<file path="config.mk">
export PLATFORM = sky130hd
export DESIGN_NAME = piecewise_linear_interp_core
export DESIGN_NICKNAME = d
export VERILOG_FILES = /design/src/sv/pli_pkg.sv /design/src/sv/piecewise_linear_interp_core.sv
export SDC_FILE = /design/constraint.sdc
export NUM_CORES = 2
export LEC_CHECK = 0
export BUFFER_PORTS_ARGS = -buffer_cell sky130_fd_sc_hd__buf_2
export CAP_MARGIN = 20
export CORE_MARGIN = 1.5
export CORE_UTILIZATION = 47
export DETAILED_ROUTE_END_ITERATION = 10
export GPL_TIMING_DRIVEN = 0
export SETUP_SLACK_MARGIN = 0.15
export SYNTH_ARGS = -nofsm -noshare
export SYNTH_HDL_FRONTEND = slang
export SYNTH_SLANG_ARGS = --single-unit
</file>
<file path="constraint.sdc">
create_clock -name clk_i -period 7.28 [get_ports clk_i]
set_clock_uncertainty 0.05 [all_clocks]
set_input_delay 1.092 -clock clk_i [delete_from_list [all_inputs] [get_ports clk_i]]
set_output_delay 1.092 -clock clk_i [all_outputs]
set_load 0.02 [all_outputs]
</file>
<file path="src/sv/pli_pkg.sv">
package pli_pkg;

  // Field widths fixed by the interface.
  localparam int unsigned DataW  = 32;
  localparam int unsigned CountW = 5;
  localparam int unsigned IndexW = 4;

  // Default size of the breakpoint tables.
  localparam int unsigned MaxPointsDef = 16;

  // Region codes reported with every result.
  localparam logic [1:0] RegionInterp   = 2'd0;
  localparam logic [1:0] RegionBelow    = 2'd1;
  localparam logic [1:0] RegionPast     = 2'd2;
  localparam logic [1:0] RegionIdentity = 2'd3;

  // Sequencer states.
  typedef enum logic [3:0] {
    StIdle,
    StRead,
    StCompare,
    StSetup,
    StAbs,
    StMul,
    StDiv,
    StAdd,
    StFinish
  } pli_state_e;

endpackage

</file>
<file path="src/sv/piecewise_linear_interp_core.sv">
// Piecewise-linear function lookup over a breakpoint table, signed Q16.16.
// Input channel (in_valid_i / in_stall_o): a word with mode_i low stores the
// breakpoint (point_x_i, point_y_i) in slot point_index_i and gives no result;
// a word with mode_i high evaluates the function at x_in_i and gives one word
// on the output channel (out_valid_o / out_stall_i) with y_out_o and region_o.
// The configuration channel (cfg_valid_i / cfg_ready_o) sets the number of
// breakpoints in use; it is always ready. It is to be written only while
// idle; the block itself does not enforce this. An evaluate searches the
// table with one table read and one compare for each visited breakpoint;
// when it interpolates it then runs set-up, a bit-serial multiply and a
// restoring divide, each with one narrow adder, and the final saturating add.
// An empty table returns without a search, and a result outside the table
// after the search alone. One word is worked on at a time; in_stall_o
// is high from acceptance until the result enters the output register.
// The output register holds a finished word while out_stall_i is high; the
// block then takes the next input word but holds its own result back until
// the register is free. Reset clears the breakpoint count to zero (identity
// mapping) and empties the output register; the tables are not cleared.
module piecewise_linear_interp_core #(
  parameter int unsigned MAX_POINTS = pli_pkg::MaxPointsDef
) (
  input  logic                         clk_i,
  input  logic                         rst_ni,
  // Configuration channel
  input  logic                         cfg_valid_i,
  output logic                         cfg_ready_o,
  input  logic [pli_pkg::CountW-1:0]   cfg_point_count_i,
  // Input channel
  input  logic                         in_valid_i,
  output logic                         in_stall_o,
  input  logic                         mode_i,
  input  logic [pli_pkg::IndexW-1:0]   point_index_i,
  input  logic signed [pli_pkg::DataW-1:0] point_x_i,
  input  logic signed [pli_pkg::DataW-1:0] point_y_i,
  input  logic signed [pli_pkg::DataW-1:0] x_in_i,
  // Output channel
  output logic                         out_valid_o,
  input  logic                         out_stall_i,
  output logic signed [pli_pkg::DataW-1:0] y_out_o,
  output logic [1:0]                   region_o
);

  localparam int unsigned AW = (MAX_POINTS > 1) ? $clog2(MAX_POINTS) : 1;
  localparam logic [8:0]  MaxP = 9'(MAX_POINTS);
  localparam int unsigned CW = pli_pkg::CountW;
  localparam int unsigned DW = pli_pkg::DataW;

  pli_pkg::pli_state_e state_q, state_d;

  logic [CW-1:0]  count_q;
  logic [CW-1:0]  n_eff;
  logic [CW-1:0]  n_q;
  logic [CW-1:0]  idx_q;
  logic [4:0]     step_q;

  logic [DW-1:0]  x_q;
  logic [DW-1:0]  x0_q;
  logic [DW-1:0]  y0_q;
  logic [DW-1:0]  rd_x_q;
  logic [DW-1:0]  rd_y_q;
  logic [DW:0]    dy_q;
  logic [DW-1:0]  mplier_q;
  logic [DW-1:0]  mcand_q;
  logic [DW-1:0]  den_q;
  logic [DW-1:0]  hi_q;
  logic [DW-1:0]  lo_q;
  logic           neg_q;

  logic [DW-1:0]  res_y_q;
  logic [1:0]     res_region_q;

  logic           out_valid_q;
  logic [DW-1:0]  out_y_q;
  logic [1:0]     out_region_q;

  logic           accept;
  logic           load_ok;
  logic           rd_en;
  logic           hit;
  logic           last;
  logic           out_load;
  logic [DW:0]    mul_sum;
  logic [DW+1:0]  div_diff;
  logic           div_ge;
  logic [DW+1:0]  add_sum;
  logic [DW-1:0]  sat_y;

  // Breakpoint tables.
  logic [DW-1:0]  x_mem [MAX_POINTS];
  logic [DW-1:0]  y_mem [MAX_POINTS];

  assign cfg_ready_o = 1'b1;
  assign in_stall_o  = (state_q != pli_pkg::StIdle);
  assign accept      = in_valid_i && !in_stall_o;

  // Breakpoints in use, limited to the table size.
  assign n_eff   = ({4'b0, count_q} > MaxP) ? MaxP[CW-1:0] : count_q;
  assign load_ok = ({5'b0, point_index_i} < MaxP);

  // Scan compare and end-of-table test.
  assign hit  = $signed(x_q) < $signed(rd_x_q);
  assign last = (CW'(idx_q + 1'b1) == n_q);

  // One step of the LSB-first shift-and-add multiply.
  assign mul_sum = {1'b0, hi_q} + (mplier_q[0] ? {1'b0, mcand_q} : '0);

  // One step of the restoring divide; the remainder stays below the divisor.
  assign div_diff = {1'b0, hi_q, lo_q[DW-1]} - {2'b0, den_q};
  assign div_ge   = !div_diff[DW+1];

  // Final signed sum of the lower ordinate and the quotient, with saturation.
  assign add_sum = neg_q ? ({{2{y0_q[DW-1]}}, y0_q} - {2'b0, lo_q})
                         : ({{2{y0_q[DW-1]}}, y0_q} + {2'b0, lo_q});
  always_comb begin
    if (add_sum[DW+1:DW-1] == 3'b000 || add_sum[DW+1:DW-1] == 3'b111) begin
      sat_y = add_sum[DW-1:0];
    end else if (add_sum[DW+1]) begin
      sat_y = {1'b1, {(DW-1){1'b0}}};
    end else begin
      sat_y = {1'b0, {(DW-1){1'b1}}};
    end
  end

  // Configuration register.
  always_ff @(posedge clk_i or negedge rst_ni) begin
    if (!rst_ni) begin
      count_q <= '0;
    end else if (cfg_valid_i && cfg_ready_o) begin
      count_q <= cfg_point_count_i;
    end
  end

  // Table write on a load word, registered read during the scan.
  always_ff @(posedge clk_i) begin
    if (accept && !mode_i && load_ok) begin
      x_mem[AW'(point_index_i)] <= point_x_i;
      y_mem[AW'(point_index_i)] <= point_y_i;
    end
    if (rd_en) begin
      rd_x_q <= x_mem[AW'(idx_q)];
      rd_y_q <= y_mem[AW'(idx_q)];
    end
  end

  // State register.
  always_ff @(posedge clk_i or negedge rst_ni) begin
    if (!rst_ni) begin
      state_q <= pli_pkg::StIdle;
    end else begin
      state_q <= state_d;
    end
  end

  // Next state and control.
  always_comb begin
    state_d  = state_q;
    rd_en    = 1'b0;
    out_load = 1'b0;
    unique case (state_q)
      pli_pkg::StIdle: begin
        if (accept && mode_i) begin
          state_d = (n_eff == '0) ? pli_pkg::StFinish : pli_pkg::StRead;
        end
      end
      pli_pkg::StRead: begin
        rd_en   = 1'b1;
        state_d = pli_pkg::StCompare;
      end
      pli_pkg::StCompare: begin
        if (hit) begin
          state_d = (idx_q == '0) ? pli_pkg::StFinish : pli_pkg::StSetup;
        end else begin
          state_d = last ? pli_pkg::StFinish : pli_pkg::StRead;
        end
      end
      pli_pkg::StSetup: state_d = pli_pkg::StAbs;
      pli_pkg::StAbs:   state_d = pli_pkg::StMul;
      pli_pkg::StMul: begin
        if (step_q == 5'd31) begin
          state_d = pli_pkg::StDiv;
        end
      end
      pli_pkg::StDiv: begin
        if (step_q == 5'd31) begin
          state_d = pli_pkg::StAdd;
        end
      end
      pli_pkg::StAdd: state_d = pli_pkg::StFinish;
      pli_pkg::StFinish: begin
        if (!out_valid_q || !out_stall_i) begin
          out_load = 1'b1;
          state_d  = pli_pkg::StIdle;
        end
      end
      default: state_d = pli_pkg::StIdle;
    endcase
  end

  // Search and arithmetic datapath.
  always_ff @(posedge clk_i or negedge rst_ni) begin
    if (!rst_ni) begin
      idx_q  <= '0;
      step_q <= '0;
      n_q    <= '0;
    end else begin
      unique case (state_q)
        pli_pkg::StIdle: begin
          idx_q  <= '0;
          step_q <= '0;
          n_q    <= n_eff;
        end
        pli_pkg::StCompare: begin
          if (!hit && !last) begin
            idx_q <= CW'(idx_q + 1'b1);
          end
        end
        pli_pkg::StMul, pli_pkg::StDiv: begin
          step_q <= 5'(step_q + 1'b1);
        end
        default: begin
          idx_q <= idx_q;
        end
      endcase
    end
  end

  always_ff @(posedge clk_i) begin
    unique case (state_q)
      pli_pkg::StIdle: begin
        if (accept && mode_i) begin
          x_q          <= x_in_i;
          res_y_q      <= x_in_i;
          res_region_q <= pli_pkg::RegionIdentity;
        end
      end
      pli_pkg::StCompare: begin
        if (hit) begin
          // Below the first point; otherwise kept for the interpolation.
          res_y_q      <= rd_y_q;
          res_region_q <= pli_pkg::RegionBelow;
        end else begin
          x0_q         <= rd_x_q;
          y0_q         <= rd_y_q;
          res_y_q      <= rd_y_q;
          res_region_q <= pli_pkg::RegionPast;
        end
      end
      pli_pkg::StSetup: begin
        // The argument lies in [x0, x1), so both spans are non-negative.
        mplier_q <= DW'({x_q[DW-1], x_q} - {x0_q[DW-1], x0_q});
        den_q    <= DW'({rd_x_q[DW-1], rd_x_q} - {x0_q[DW-1], x0_q});
        dy_q     <= {rd_y_q[DW-1], rd_y_q} - {y0_q[DW-1], y0_q};
      end
      pli_pkg::StAbs: begin
        neg_q   <= dy_q[DW];
        mcand_q <= dy_q[DW] ? DW'(-dy_q) : dy_q[DW-1:0];
        hi_q    <= '0;
      end
      pli_pkg::StMul: begin
        hi_q     <= mul_sum[DW:1];
        lo_q     <= {mul_sum[0], lo_q[DW-1:1]};
        mplier_q <= {1'b0, mplier_q[DW-1:1]};
      end
      pli_pkg::StDiv: begin
        hi_q <= div_ge ? div_diff[DW-1:0] : {hi_q[DW-2:0], lo_q[DW-1]};
        lo_q <= {lo_q[DW-2:0], div_ge};
      end
      pli_pkg::StAdd: begin
        res_y_q      <= sat_y;
        res_region_q <= pli_pkg::RegionInterp;
      end
      default: begin
        res_y_q <= res_y_q;
      end
    endcase
  end

  // Output register: holds a finished word until the receiver takes it.
  always_ff @(posedge clk_i or negedge rst_ni) begin
    if (!rst_ni) begin
      out_valid_q <= 1'b0;
    end else if (out_load) begin
      out_valid_q <= 1'b1;
    end else if (!out_stall_i) begin
      out_valid_q <= 1'b0;
    end
  end

  always_ff @(posedge clk_i) begin
    if (out_load) begin
      out_y_q      <= res_y_q;
      out_region_q <= res_region_q;
    end
  end

  assign out_valid_o = out_valid_q;
  assign y_out_o     = out_y_q;
  assign region_o    = out_region_q;

endmodule

</file>
==> results_tabular.tex <==
\begin{tabular}{lr}
\hline
Metric & Value \\
\hline
\multicolumn{2}{l}{\textbf{Route}} \\
Total number of vias & between 30k and 40k \\
Routed wirelength normalized by instance count & around 27 µm \\
Detailed-router iteration count before antenna repair & 6 \\
Antenna violation net count after detailed routing & 0 \\
Detailed-route DRC error count & 0 \\
Routed wire length & 175800 µm \\
Vias per std cell & just under 6 \\
Starting DRT DRC Count & 3881 \\
\multicolumn{2}{l}{\textbf{Synth}} \\
Synthesis warning total & 0 \\
Leading cell types by total area after synthesis & sky130\_fd\_sc\_hd\_\_edfxtp\_1, sky130\_fd\_sc\_hd\_\_mux4\_2, sky130\_fd\_sc\_hd\_\_ha\_1, sky130\_fd\_sc\_hd\_\_xnor2\_1, sky130\_fd\_sc\_hd\_\_a21oi\_1 \\
Most common cell in the netlist & sky130\_fd\_sc\_hd\_\_edfxtp\_1 \\
Share of flip-flops with an asynchronous set or reset after synthesis & between 1.5 and 2\% \\
Count of flip-flops with a built-in enable after synthesis & roughly 1.4k \\
Top\_reg\_cell synth & sky130\_fd\_sc\_hd\_\_edfxtp\_1 \\
Syn\_nets & around 4.4k \\
Cell taking the most area after synthesis & sky130\_fd\_sc\_hd\_\_edfxtp\_1 \\
Seq cells post-synth & $\sim$1.5k \\
Synth Cell Area & around 0.066 mm² \\
Area share of the largest cell type after synthesis & about 66\% \\
Sequential fraction of the synthesis area & between 60\% and 70\% \\
Count of unique library cells instantiated by Yosys & 84 \\
Mean Syn Cell Area & between 15 and 20 µm² \\
Commonest cells in the synthesized netlist & sky130\_fd\_sc\_hd\_\_edfxtp\_1, sky130\_fd\_sc\_hd\_\_mux4\_2, sky130\_fd\_sc\_hd\_\_ha\_1 \\
Post-Synthesis Cells & roughly 4k \\
\multicolumn{2}{l}{\textbf{STA}} \\
Max-slew violations & 0 \\
Final critical delay including setup and external delays & between 5 and 6 ns \\
Smallest setup slack after layout & approximately 1.3 ns \\
Rel. slew slack & 25.49\% \\
Worst Tran Pin Value & 1.106 ns \\
Smallest hold slack & between 0.2 and 0.3 ns \\
Final hold violations & 0 \\
Post-route clock period utilization & 82.40\% \\
F\_max & roughly 0.17 GHz \\
Summed negative setup slack over all endpoints & 0 ns \\
Setup repair after global routing missed its margin & no \\
Final setup violation count & 0 \\
\multicolumn{2}{l}{\textbf{Power}} \\
IR drop worst, VDD & between 200 and 250 µV \\
Power, Total & approximately 26000 µW \\
P per Cell Area & 341.2 mW/mm² \\
Standby leakage power & between 0.02 and 0.03 µW \\
\multicolumn{2}{l}{\textbf{Place}} \\
Detailed placement HPWL & 126100 µm \\
Count of buffers from port buffering & between 100 and 150 \\
Pre-CTS setup slack & about 1.5 ns \\
GPL Wtd Cong & between 0.9 and 1 \\
\multicolumn{2}{l}{\textbf{Global routing}} \\
First-pass GRT wire length & 253700 µm \\
Total routing resource utilization after global routing & around a quarter \\
Vias in the first global route & between 30k and 40k \\
Overflow after GRT & 0 \\
Number of antenna violations at the first check in global routing & 30 \\
Largest net degree at the start of global routing & 39 \\
\multicolumn{2}{l}{\textbf{Clock tree}} \\
Post-CTS setup buffers & 0 \\
Quantity of hold-fixing buffers added after cts & 0 \\
TritonCTS clock tree & done \\
Post-CTS resize count & 0 \\
Bufs on Longest Clock Path & 3 \\
CTS H-tree depth & 4 \\
Clock slew at reported path FFs & 0.06 ns \\
Root buffer selected by CTS & sky130\_fd\_sc\_hd\_\_clkbuf\_16 \\
Num CTS Buffers & about 150 \\
Clock sink total & roughly 1.5k \\
Insertion delay to the later sink of the worst-skew pair & 0.80 ns \\
\multicolumn{2}{l}{\textbf{Cells and area}} \\
Total area of sequential cells & between 0.04 and 0.05 mm² \\
Fill cells & approximately 11k \\
Synth-to-Final Area Change & 14.97\% \\
Multi-input combinational cell area & 0.02095 mm² \\
Fraction of final layout cells with drive strength greater than 1 & 18.96\% \\
Net count, final & $\sim$4.8k \\
End-of-flow core utilization & between 50\% and 60\% \\
\multicolumn{2}{l}{\textbf{Hold path}} \\
Hold crit path type & input port to async pin \\
\multicolumn{2}{l}{\textbf{Worst setup path}} \\
Depth of the most critical reg-to-reg path & 18 \\
Worst-case register-to-register setup slack & roughly 1.3 ns \\
Origin of the critical flop-to-flop path & lo\_q[0]\$\_DFFE\_PN\_ \\
Crit path cell chain & inv\_1, ha\_1, nand2b\_1, or4\_1, nor2\_1, a21oi\_1, xnor2\_1, ha\_1, and3\_1, nand3\_1, a211oi\_2, o211ai\_1, o31ai\_1, a311oi\_1, a221oi\_1, a41oi\_2, buf\_6, o211ai\_1 \\
Type of element capturing the critical path & flip-flop \\
Crit Path Max Fanout & 10 \\
Critical path data required time & between 7 and 8 ns \\
Cell with the largest stage delay on the worst path & sky130\_fd\_sc\_hd\_\_o31ai\_1 \\
Largest stage delay on the critical path & roughly 0.60 ns \\
Arrival time of the worst setup path & about 6.5 ns \\
Startpoint type of the worst setup path & flip-flop \\
Worst Setup Path Type & flip-flop to flip-flop \\
Reg2Reg Capture Point & res\_y\_q[29]\$\_DFFE\_PP\_ \\
\multicolumn{2}{l}{\textbf{Floorplanning}} \\
I/O pin cnt & roughly 150 \\
Effective utilization at floorplan & a little under half \\
Chip height & 378.1 µm \\
Core area & about 0.14 mm² \\
Rows & 137 \\
Die X-Extent & roughly 380 µm \\
Die Footprint & 0.1429 mm² \\
\multicolumn{2}{l}{\textbf{Run status}} \\
Outcome & complete, no violations \\
\multicolumn{2}{l}{\textbf{Job}} \\
Max-cap violations & 0 \\
\hline
\end{tabular}
registers in the layout, indices dropped and copies added (netlist names), 32 cells and up:
name,count
rd_x_q,32
rd_y_q,32
den_q,32
mplier_q,32
x_q,32
y_out_o,32
y0_q,32
x_mem,512
res_y_q,32
x0_q,32
mcand_q,32
dy_q,33
hi_q,32
lo_q,32
y_mem,512
cells in the final DEF (no fill, tap or decap), types with 23 or more instances in the layout:
| cell | instances |
|---|---|
| sky130_fd_sc_hd__edfxtp_1 | 1446 |
| sky130_fd_sc_hd__mux4_2 | 320 |
| sky130_fd_sc_hd__ha_1 | 228 |
| sky130_fd_sc_hd__nand2_1 | 214 |
| sky130_fd_sc_hd__inv_1 | 194 |
| sky130_fd_sc_hd__a21oi_1 | 180 |
| sky130_fd_sc_hd__xnor2_1 | 160 |
| sky130_fd_sc_hd__clkbuf_16 | 156 |
| sky130_fd_sc_hd__nor2_1 | 150 |
| sky130_fd_sc_hd__buf_2 | 150 |
| sky130_fd_sc_hd__o21ai_0 | 138 |
| sky130_fd_sc_hd__clkbuf_1 | 125 |
| sky130_fd_sc_hd__a21o_1 | 93 |
| sky130_fd_sc_hd__xor2_1 | 66 |
| sky130_fd_sc_hd__nand3_1 | 49 |
| sky130_fd_sc_hd__buf_6 | 46 |
| sky130_fd_sc_hd__and2_1 | 43 |
| sky130_fd_sc_hd__o211ai_1 | 41 |
| sky130_fd_sc_hd__nor3_1 | 39 |
| sky130_fd_sc_hd__buf_12 | 37 |
| sky130_fd_sc_hd__nand2b_1 | 36 |
| sky130_fd_sc_hd__clkinv_1 | 36 |
| sky130_fd_sc_hd__a22oi_1 | 32 |
| sky130_fd_sc_hd__buf_1 | 31 |
| sky130_fd_sc_hd__mux2i_1 | 30 |
| sky130_fd_sc_hd__o21a_1 | 29 |
| sky130_fd_sc_hd__a31oi_1 | 28 |
| sky130_fd_sc_hd__o22ai_1 | 28 |
| sky130_fd_sc_hd__nor2b_1 | 27 |
| sky130_fd_sc_hd__o31ai_1 | 27 |
| sky130_fd_sc_hd__clkinv_2 | 27 |
| sky130_fd_sc_hd__dfrtp_1 | 25 |
| sky130_fd_sc_hd__buf_8 | 23 |
stage by stage:
step,cells,area [µm²]
after floorplan,4050,66120
after global placement,6072,69200
final,6473,76020
after detailed placement,6173,70940
after CTS,6451,75820
after global routing,6464,76000
worst max-delay path, delay by kind of cell, from the launching register on:
| kind | cells | cell delay [ns] |
|---|---|---|
| adders and majority gates | 2 | 0.47 |
| buffers and inverters | 2 | 0.36 |
| DFF | 1 | 0.50 |
| and+or+nand+nor | 5 | 1.11 |
| AOI/OAI and AO/OA | 8 | 2.74 |
| xor gates and xnor gates | 1 | 0.51 |
power by group:
part / leakage, µW / internal [µW] / switching (µW)
Clock: 0.00237 / 4260 / 3330
Combinational: 0.0103 / 3190 / 4400
Sequential: 0.0134 / 10300 / 457
Total: 0.0261 / 17700 / 8190
cells by family after synthesis:
| group | after synthesis | share of synthesized area, % |
|---|---|---|
| AOI/OAI and AO/OA | 731 | 7.255 |
| xor gates and xnor gates | 227 | 3.018 |
| adders and majority gates | 234 | 4.496 |
| buffers and inverters | 331 | 1.958 |
| DFF | 1471 | 66.61 |
| muxes | 358 | 11.49 |
| other | 1 | 0.005671 |
| and+or+nand+nor | 697 | 5.162 |
worst max path at each step:
stage / start / endpoint / cells after the start
floorplan: point_index_i[3] / x_mem[0][0]$_DFFE_PP_ / 2
global placement: state_q[3]$_DFFE_PN0P_ / x_mem[4][18]$_DFFE_PP_ / 6
detailed placement: lo_q[0]$_DFFE_PN_ / res_y_q[28]$_DFFE_PP_ / 18
CTS: lo_q[0]$_DFFE_PN_ / res_y_q[30]$_DFFE_PP_ / 18
global route: lo_q[0]$_DFFE_PN_ / res_y_q[30]$_DFFE_PP_ / 18
finish: lo_q[0]$_DFFE_PN_ / res_y_q[29]$_DFFE_PP_ / 18
metal layers:
metal	GRT usage, %	routed length (µm)	share of wire, %
met1	35.10	74840	43
met2	39.02	82400	47
met3	4.505	12880	7.3
met4	8.108	5555	3.2
met5	0	119	0.068
area by class of cell:
cell class / count / share of cell area [%]
plain buffers: 134 / 0.7308
diodes: 9 / 0.02963
repair buffers: 260 / 3.270
flip-flops and latches: 1471 / 57.94
multi-input cells: 2248 / 27.56
clock buffers: 187 / 5.288
well taps: 1876 / 3.088
inverters: 197 / 0.9727
clock inverters: 91 / 1.123
No activity file was read; power rests on OpenSTA's default activity.
